<file path="src/rtl/kns_pkg.sv">
// ---------------------------------------------------------------------------
// kns_pkg
// shared types and constants of the keypoint suppressor
// ---------------------------------------------------------------------------
package kns_pkg;

  localparam int COORD_W = 12;
  localparam int SCORE_W = 16;
  localparam int RAD_W   = 4;
  localparam int PT_W    = 2 * COORD_W + SCORE_W;
  localparam logic [RAD_W-1:0] RAD_RESET = 4'd4;

  typedef enum logic [3:0] {
    ST_LOAD,
    ST_SEL_INIT,
    ST_SEL_SCAN,
    ST_SEL_EVAL,
    ST_CHK_INIT,
    ST_CHK_SCAN,
    ST_CHK_EVAL,
    ST_DR_INIT,
    ST_DR_RD,
    ST_DR_LD,
    ST_DR_OUT,
    ST_FINISH
  } kns_state_t;

  typedef struct packed {
    logic load_en;
    logic scan_clr;
    logic best_clr;
    logic scan_store;
    logic mark_used;
    logic hit_clr;
    logic scan_kept;
    logic keep_wr;
    logic drain_rd;
    logic out_load;
    logic finish;
  } kns_cmd_t;

  typedef struct packed {
    logic scan_busy;
    logic best_vld;
    logic hit;
    logic kept_empty;
    logic out_final;
  } kns_stat_t;

endpackage

</file>
<file path="src/rtl/kns_ctrl.sv">
// ---------------------------------------------------------------------------
// kns_ctrl
// sequencer for load, select-max, neighbor check and drain phases
// ---------------------------------------------------------------------------
module kns_ctrl (
  input  logic              clk,
  input  logic              rst_n,
  input  logic              in_tvalid,
  input  logic              in_tlast,
  output logic              in_tready,
  output logic              out_tvalid,
  input  logic              out_tready,
  input  kns_pkg::kns_stat_t stat,
  output kns_pkg::kns_cmd_t  cmd
);
  import kns_pkg::*;

  kns_state_t state_r, state_nxt;

  always_ff @(posedge clk) begin
    if (!rst_n) state_r <= ST_LOAD;
    else        state_r <= state_nxt;
  end

  always_comb begin
    state_nxt = state_r;
    unique case (state_r)
      ST_LOAD:     if (in_tvalid && in_tlast) state_nxt = ST_SEL_INIT;
      ST_SEL_INIT: state_nxt = ST_SEL_SCAN;
      ST_SEL_SCAN: if (!stat.scan_busy) state_nxt = ST_SEL_EVAL;
      ST_SEL_EVAL: begin
        if (stat.best_vld)        state_nxt = ST_CHK_INIT;
        else if (stat.kept_empty) state_nxt = ST_FINISH;
        else                      state_nxt = ST_DR_INIT;
      end
      ST_CHK_INIT: state_nxt = ST_CHK_SCAN;
      ST_CHK_SCAN: if (!stat.scan_busy) state_nxt = ST_CHK_EVAL;
      ST_CHK_EVAL: state_nxt = ST_SEL_INIT;
      ST_DR_INIT:  state_nxt = ST_DR_RD;
      ST_DR_RD:    state_nxt = ST_DR_LD;
      ST_DR_LD:    state_nxt = ST_DR_OUT;
      ST_DR_OUT: begin
        if (out_tready) state_nxt = stat.out_final ? ST_FINISH : ST_DR_RD;
      end
      ST_FINISH:   state_nxt = ST_LOAD;
      default:     state_nxt = ST_LOAD;
    endcase
  end

  always_comb begin
    cmd        = '0;
    in_tready  = 1'b0;
    out_tvalid = 1'b0;
    unique case (state_r)
      ST_LOAD: begin
        in_tready   = 1'b1;
        cmd.load_en = in_tvalid;
      end
      ST_SEL_INIT: begin
        cmd.scan_clr = 1'b1;
        cmd.best_clr = 1'b1;
      end
      ST_SEL_SCAN: cmd.scan_store = 1'b1;
      ST_SEL_EVAL: cmd.mark_used = stat.best_vld;
      ST_CHK_INIT: begin
        cmd.scan_clr = 1'b1;
        cmd.hit_clr  = 1'b1;
      end
      ST_CHK_SCAN: cmd.scan_kept = 1'b1;
      ST_CHK_EVAL: cmd.keep_wr = !stat.hit;
      ST_DR_INIT:  cmd.scan_clr = 1'b1;
      ST_DR_RD:    cmd.drain_rd = 1'b1;
      ST_DR_LD:    cmd.out_load = 1'b1;
      ST_DR_OUT:   out_tvalid = 1'b1;
      ST_FINISH:   cmd.finish = 1'b1;
      default:     cmd = '0;
    endcase
  end

endmodule

</file>
<file path="config.mk">
export PLATFORM = sky130hd
export DESIGN_NAME = kns_ctrl
export DESIGN_NICKNAME = d
export VERILOG_FILES = /design/src/rtl/kns_pkg.sv /design/src/rtl/kns_ctrl.sv
export SDC_FILE = /design/constraint.sdc
export NUM_CORES = 1
export LEC_CHECK = 0
export BUFFER_PORTS_ARGS = -buffer_cell sky130_fd_sc_hd__buf_2
export CAP_MARGIN = 20
export CORE_AREA = 2 2 39 41
export CTS_CLUSTER_SIZE = 24
export DETAILED_ROUTE_END_ITERATION = 7
export DIE_AREA = 0 0 41 43
export GPL_TIMING_DRIVEN = 0
export PLACE_DENSITY_LB_ADDON = 0.3
export SLEW_MARGIN = 20
export SYNTH_ARGS = -nofsm -noshare
export SYNTH_HDL_FRONTEND = slang
export SYNTH_SLANG_ARGS = --single-unit
</file>
<file path="constraint.sdc">
create_clock -name clk -period 1.5 [get_ports clk]
set_input_delay 0.3 -clock clk [delete_from_list [all_inputs] [get_ports clk]]
set_output_delay 0.3 -clock clk [all_outputs]
set_load 0.05 [all_outputs]
</file>
==> load_flow_metrics.sql, run 1 <==
INSERT INTO impl_metrics (metric_group, metric, value, unit) VALUES
('critical_path', 'worst-endpoint-arrival', '1.35', 'ns'),
('synth', 'synth-simple-area-share', '46.1', '%'),
('floorplan', 'core', '0.00138', 'mm^2'),
('critical_path', 'worstPathRequired', '1.20', 'ns'),
('placed_design', 'place.port_buffers', '22', ''),
('global_route', 'first_global_vias', '572', ''),
('placed_design', 'place_congestion', '0.839', ''),
('synth', 'ys_async_sr_fraction', '0', '%'),
('critical_path', 'critical_path_peak_fanout', '5', ''),
('sta', 'grt_setup_unrepaired', 'true', ''),
('layout', 'design.final.nets', '111', ''),
('sta', 'final_max_slew_viol_count', '0', ''),
('layout', 'n_antenna_cell', '0', ''),
('drt', 'vias', '592', ''),
('global_route', 'antenna_found_initial', '0', ''),
('layout', 'layoutNonFillerInstCount', '115', ''),
('clock_tree', 'ctsHtreeMaxLevel', '1', ''),
('floorplan', 'fp-row-count', '14', ''),
('clock_tree', 'clock_insertion_delay_worst_skew', '0.25', 'ns'),
('placed_design', 'place.detailed.hpwl', '926', 'um'),
('sta', 'fin_crit_sh', '110', '%'),
('floorplan', 'starting_density_of_the_core', '31.4', '%'),
('power_and_ir_drop', 'pwr_density_cell', '1690', 'mW/mm^2'),
('synth', 'synth_area', '434', 'um^2'),
('sta', 'largest_clock_skew_in_the_final_design', '0.0101', 'ns'),
('synth', 'ys.warnings.count', '0', ''),
('clock_tree', 'cts-buffers-inserted', '3', ''),
('synth', 'dominantRegCellSynth', 'sky130_fd_sc_hd__dfxtp_1', ''),
('synth', 'post_syn_instances', '62', ''),
('global_route', 'grtUsageTotal', '20.9', '%'),
('drt', 'firstDrtPassIters', '4', ''),
('placed_design', 'place.detailed.instances', '100', ''),
('drt', 'drc', '0', ''),
('floorplan', 'io_pins', '23', ''),
('sta', 'final_hold_viol_count', '0', ''),
('synth', 'synth_nets', '72', ''),
('worst_hold_path', 'timing.hold.worst.class', 'input pin to flop', ''),
('status', 'failed_checks', 'setup timing', ''),
('clock_tree', 'cts.root.buffer_cell', 'sky130_fd_sc_hd__clkbuf_4', ''),
('clock_tree', 'cts_buffer_depth', '2', ''),
('synth', 'synth.yosys.seq_area_share', '18.4', '%'),
('sta', 'final.setup.worst_slack', '-0.146', 'ns'),
('synth', 'synth-xor-area-share', '0', '%'),
('global_route', 'grt_first_pass_wirelength', '2470', 'um'),
('layout', 'areaGrowthSynthToFinish', '121', '%'),
('layout', 'final_layout_size_suffix_gt1_share', '70.7', '%'),
('status', 'run_status', 'complete, but fails checks', ''),
('layout', 'largest_reg_flops', '4', ''),
('critical_path', 'startpoint_type_of_the_worst_setup_path', 'flop', ''),
('sta', 'achievable-frequency', '608', 'MHz'),
('synth', 'post_synth_num_cell_types', '29', ''),
('drt', 'wl', '1490', 'um'),
('floorplan', 'die_w', '41', 'um'),
('synth', 'yosys_register_bits', '4', ''),
('sta', 'finalSetupViolCount', '13', ''),
('sta', 'timing.setup.tns', '-1.03', 'ns'),
('sta', 'period_needed', '1.65', 'ns'),
('run', 'timing.max_cap.violations', '0', ''),
('power_and_ir_drop', 'worst_vdd_ir', '0.00106', 'V'),
('clock_tree', 'cts_hold_buffers', '0', ''),
('power_and_ir_drop', 'static-leakage-power', '0.428', 'nW'),
('drt', 'wl_per_cell', '13.0', 'um'),
('clock_tree', 'tritoncts', 'built', ''),
('sta', 'worstMarginPinSlew', '0.268', 'ns'),
('critical_path', 'worstSetupEndpointType', 'primary output', ''),
('synth', 'synth_fa_ha_area_share', '0', '%'),
('synth', 'dominant_combinational_cell_family_by_area_after_synthesis', 'simple AND/OR/NAND/NOR gates', ''),
('layout', 'fin_area', '958', 'um^2'),
('global_route', 'global_route.overflow_total', '0', ''),
('synth', 'synth_edf_count', '0', ''),
('floorplan', 'floorplan.die.height', '43', 'um');
==> path summary, 6_finish.rpt <==
check	to	slack, ns	from	cells past startpoint
max	cmd[9]	-0.15	state_r[1]	5
min	state_r[1]	0.30	rst_n	2
min reg2reg	state_r[3]	0.62	state_r[2]	3
max reg2reg	state_r[1]	0.01	state_r[2]	6
==> layout make-up <==
type                            count  area [um^2]  share of cell area, %
Clock buffer                        3         22.5                   2.35
Buffer                              4         66.3                   6.92
Sequential cell                     4         87.6                   9.14
Inverter                            4         15.0                   1.57
Multi-Input combinational cell     50          454                   47.4
Tap cell                           16         20.0                   2.09
Timing Repair Buffer               34          293                   30.5
==> worst max-delay path, cell delays in order (launching register included) <==
cell                      delay, ns
sky130_fd_sc_hd__dfxtp_2       0.36
sky130_fd_sc_hd__or2b_4        0.33
sky130_fd_sc_hd__nand3_2       0.07
sky130_fd_sc_hd__o21a_1        0.15
sky130_fd_sc_hd__nor2_4        0.04
sky130_fd_sc_hd__buf_6         0.14
==> synth_stat cells, types with 2 or more instances <==
master                     number  area share [%]
sky130_fd_sc_hd__a21o_1         2             3.5
sky130_fd_sc_hd__a21oi_1        3             3.5
sky130_fd_sc_hd__buf_6          2             5.2
sky130_fd_sc_hd__dfxtp_1        4              18
sky130_fd_sc_hd__inv_1          4             3.5
sky130_fd_sc_hd__nand2_1        6             5.2
sky130_fd_sc_hd__nand2b_1       4             5.8
sky130_fd_sc_hd__nor2_1         7             6.1
sky130_fd_sc_hd__nor2b_1        4             5.8
sky130_fd_sc_hd__nor3_1         7             8.1
==> where the power goes <==
part | internal [mW] | switching [mW] | total, mW | leakage (nW)
Sequential | 0.142 | 0.0364 | 0.178 | 0.0347
Clock | 0.0903 | 0.0561 | 0.146 | 0.0138
Combinational | 0.586 | 0.705 | 1.29 | 0.379
==> cells by family after synthesis <==
| logic type | Yosys count |
|---|---|
| DFF | 4 |
| and+or+nand+nor | 36 |
| buffers and inverters | 8 |
| AOI/OAI and AO/OA | 14 |
==> through the flow <==
| stage | utilization (%) | hold slack [ns] | total power, mW |
|---|---|---|---|
| 2_1_floorplan | - | 0.424 | 0.933 |
| 6_report | 69.3 | 0.301 | 1.62 |
| 4_1_cts | 66.5 | 0.300 | 1.57 |
| 5_1_grt | 69.3 | 0.300 | 1.71 |
| 3_3_place_gp | 48.4 | 0.554 | 1.08 |
| 3_5_place_dp | 48.4 | 0.558 | 1.09 |
==> placed cells by master (no fill, tap or decap), types with 2 or more instances in the layout <==
| master | count |
|---|---|
| sky130_fd_sc_hd__buf_6 | 13 |
| sky130_fd_sc_hd__buf_4 | 11 |
| sky130_fd_sc_hd__buf_2 | 9 |
| sky130_fd_sc_hd__buf_8 | 4 |
| sky130_fd_sc_hd__inv_1 | 4 |
| sky130_fd_sc_hd__nor2b_1 | 4 |
| sky130_fd_sc_hd__nand2_1 | 4 |
| sky130_fd_sc_hd__nor3_4 | 3 |
| sky130_fd_sc_hd__nor2_4 | 3 |
| sky130_fd_sc_hd__a21oi_1 | 3 |
| sky130_fd_sc_hd__clkbuf_4 | 3 |
| sky130_fd_sc_hd__dfxtp_2 | 3 |
| sky130_fd_sc_hd__nand2b_4 | 2 |
| sky130_fd_sc_hd__nor3_2 | 2 |
| sky130_fd_sc_hd__nor2_2 | 2 |
| sky130_fd_sc_hd__nor2_1 | 2 |
| sky130_fd_sc_hd__a21o_1 | 2 |
| sky130_fd_sc_hd__nor3_1 | 2 |
==> layer usage <==
layer	part of all wire [%]	track usage, %	up-vias
met5	0	0	-
met4	2.6	10.0	0
met3	3.6	6.28	7
met2	51	31.6	13
met1	43	25.8	278
li1	-	-	294
==> repair_timing <==
action                     CTS  global route
pin swaps                    7             4
resized for setup           44             5
setup endpoints to repair   13            15
buffers inserted            10             2
Power figures use the tool's default switching activity.
==> run 2: changes to the inputs <==
- TNS_END_PERCENT: unset -> 10
==> run 2 against run 1 <==
  * The run still ends with setup timing left
  * Combinational power down 8%
  * Worst hold slack better by 0.0089 ns
  * Non-clock buffer count down 3
  * Clock-buffer cell count unchanged
  * Register-to-register slack better by 0.04 ns
  * Clock power down 9.6%
  * Utilization down 6.7 points
  * Power down 6.9%
  * Flip-flop and latch count unchanged
  * Global-route usage down 3.1 points
  * Critical endpoint is now cmd[4]
==> load_flow_metrics.sql, run 2 (synthesis results as in run 1) <==
INSERT INTO impl_metrics (metric_group, metric, value, unit) VALUES
('status', 'run_status', 'complete, but fails checks', ''),
('status', 'failed_checks', 'setup timing', ''),
('critical_path', 'crit_path_start', 'state_r[1]', ''),
('critical_path', 'timing.critical_path.depth', '5', ''),
('critical_path', 'worstSetupEndpointType', 'primary output', ''),
('power_and_ir_drop', 'switching_power', '0.746', 'mW'),
('critical_path', 'crit_path_buf_inv_count', '3', ''),
('critical_path', 'critical_path_peak_fanout', '6', ''),
('critical_path', 'r2r_end', 'state_r[0]', ''),
('clock_tree', 'ctsHtreeMaxLevel', '1', ''),
('clock_tree', 'tritoncts', 'built', ''),
('drt', 'detail_route.vias_per_cell', '4.96', ''),
('power_and_ir_drop', 'p_int', '0.757', 'mW'),
('drt', 'firstDrtPassIters', '4', ''),
('placed_design', 'place.detailed.hpwl', '874', 'um'),
('sta', 'timing.setup.tns', '-0.497', 'ns'),
('global_route', 'grt_util_met1', '22.8', '%'),
('drt', 'vias', '556', ''),
('sta', 'period_needed', '1.61', 'ns'),
('critical_path', 'timing.critical_path.cells', 'buf_6 > nand2b_4 > buf_4 > nor2_2 > buf_6', ''),
('global_route', 'grt.met3_usage', '4.71', '%'),
('layout', 'design.final.nets', '108', ''),
('power_and_ir_drop', 'power.share.switching', '49.6', '%'),
('clock_tree', 'numClockSinks', '4', ''),
('clock_tree', 'cts.root.buffer_cell', 'sky130_fd_sc_hd__clkbuf_4', ''),
('global_route', 'most_crowded_layer_gr', 'met2', ''),
('layout', 'largest_reg_flops', '4', ''),
('critical_path', 'library_cell_appearing_most_often_on_the_critical_path', 'sky130_fd_sc_hd__buf_6', ''),
('global_route', 'antenna_found_initial', '0', ''),
('sta', 'final.setup.worst_slack', '-0.115', 'ns'),
('layout', 'layout.cells.most_common_list', 'sky130_fd_sc_hd__buf_6 (15), sky130_fd_sc_hd__buf_2 (10), sky130_fd_sc_hd__buf_4 (9)', ''),
('floorplan', 'fp-row-count', '14', ''),
('clock_tree', 'cts_hold_buffers', '0', ''),
('layout', 'core_util_final', '62.6', '%'),
('global_route', 'grt_first_pass_wirelength', '2240', 'um'),
('critical_path', 'r2r_slack', '0.05', 'ns'),
('layout', 'layoutNonFillerInstCount', '112', ''),
('run', 'timing.max_cap.violations', '0', ''),
('global_route', 'groute.layer.met2.usage', '29.4', '%'),
('floorplan', 'die_w', '41', 'um'),
('floorplan', 'io_pins', '23', ''),
('layout', 'final_layout_size_suffix_gt1_share', '67.7', '%'),
('sta', 'final_hold_viol_count', '0', ''),
('power_and_ir_drop', 'pwr_density_cell', '1740', 'mW/mm^2'),
('critical_path', 'worst_setup_path_class', 'flop to primary output', ''),
('layout', 'largest-register', 'state_r', ''),
('global_route', 'global_route.overflow_total', '0', ''),
('layout', 'areaGrowthSynthToFinish', '99.4', '%'),
('critical_path', 'crit-reg2reg-launch', 'state_r[1]', ''),
('sta', 'worstMarginPinSlew', '0.250', 'ns'),
('critical_path', 'crit_end', 'cmd[4]', ''),
('layout', 'reg_top3', 'state_r (4)', ''),
('drt', 'drt_iter0_drc', '2', ''),
('sta', 'timing.max_slew.rel_slack', '83.2', '%'),
('sta', 'grt_setup_unrepaired', 'true', ''),
('drt', 'wl', '1350', 'um'),
('power_and_ir_drop', 'pwr-share-clk', '8.8', '%'),
('layout', 'layout_commonest_cell', 'sky130_fd_sc_hd__buf_6', ''),
('layout', 'n_antenna_cell', '0', ''),
('sta', 'fin_crit_sh', '108', '%'),
('power_and_ir_drop', 'power_frac_seq', '12.1', '%'),
('drt', 'final_antenna_net_count', '0', ''),
('placed_design', 'place.detailed.instances', '100', ''),
('drt', 'drc', '0', ''),
('floorplan', 'starting_density_of_the_core', '31.4', '%'),
('clock_tree', 'cts-buffers-inserted', '3', ''),
('critical_path', 'worst-endpoint-arrival', '1.31', 'ns'),
('global_route', 'first_global_vias', '526', ''),
('power_and_ir_drop', 'pwr-share-comb', '79.2', '%'),
('clock_tree', 'clock_insertion_delay_worst_skew', '0.23', 'ns'),
('floorplan', 'floorplan.die.height', '43', 'um'),
('drt', 'wl_per_cell', '12.1', 'um'),
('worst_hold_path', 'timing.hold.worst.class', 'input pin to flop', ''),
('global_route', 'grt_start_max_net_pins', '11', ''),
('critical_path', 'critical-path-top-delay-family', 'buffers and inverters', ''),
('critical_path', 'largest_stage_delay_on_the_critical_path', '0.33', 'ns'),
('sta', 'final_max_slew_viol_count', '0', ''),
('placed_design', 'place_congestion', '0.715', ''),
('sta', 'largest_clock_skew_in_the_final_design', '0.00653', 'ns'),
('sta', 'finalSetupViolCount', '10', ''),
('power_and_ir_drop', 'worst_vdd_ir', '0.000765', 'V'),
('power_and_ir_drop', 'static-leakage-power', '0.386', 'nW'),
('sta', 'achievable-frequency', '619', 'MHz'),
('critical_path', 'rr_worst_depth', '6', ''),
('critical_path', 'cpMaxStageDelayCell', 'sky130_fd_sc_hd__dfxtp_2', ''),
('critical_path', 'startpoint_type_of_the_worst_setup_path', 'flop', ''),
('global_route', 'grtUsageTotal', '17.8', '%'),
('floorplan', 'core', '0.00138', 'mm^2'),
('worst_hold_path', 'holdPathStages', '2', ''),
('clock_tree', 'cts_buffer_depth', '2', ''),
('critical_path', 'worstPathRequired', '1.20', 'ns'),
('floorplan', 'fp.dieArea', '0.00176', 'mm^2'),
('clock_tree', 'clkSlewWorstSetupHoldPaths', '0.04', 'ns'),
('placed_design', 'place.port_buffers', '22', '');
==> run 2: routing by layer <==
metal / share of wire (%) / wire length, um
met1: 42 / 563
met2: 55 / 742
met3: 3.5 / 48
met4: 0 / 0
met5: 0 / 0
==> run 2: power groups by stage <==
stage	clock [mW]	sequential [mW]	combinational, mW
finish	0.132	0.181	1.19
detailed placement	0	0.171	0.870
floorplan	0	0.161	0.726
global placement	0	0.171	0.862
CTS	0.136	0.179	1.12
global route	0.148	0.186	1.26
==> run 2: area by class of cell <==
cell class	count	area, um^2
timing repair buffer	31	253
clock buffer	3	22.5
sequential	4	87.6
tap	16	20.0
buffer	4	48.8
inverter	4	15.0
multi-input combinational	50	419
fill	108	518
==> run 2: repair_timing <==
item | 4_1_cts | 5_1_grt
pin swaps | 2 | 2
endpoints found under the setup margin | 13 | 14
setup buffers | 5 | 3
gates cloned | 1 | 0
resized for setup | 43 | 4
==> run 2: how the worst min path moves through the flow <==
stage | start | slack (ns) | endpoint
after detailed placement | rst_n | 0.56 | state_r[1]
after global placement | rst_n | 0.56 | state_r[1]
after global routing | rst_n | 0.31 | state_r[1]
after floorplan | rst_n | 0.43 | state_r[1]
after CTS | rst_n | 0.31 | state_r[1]
final | rst_n | 0.31 | state_r[1]
==> run 2: stage by stage <==
stage	total power [mW]	setup WS, ns	instance area, um^2	hold slack, ns
final	1.50	-0.115	866	0.309
after CTS	1.43	-0.141	831	0.306
after detailed placement	1.04	-0.324	632	0.561
after floorplan	0.888	-0.276	502	0.431
after global routing	1.60	-0.174	866	0.307
after global placement	1.03	-0.326	632	0.562
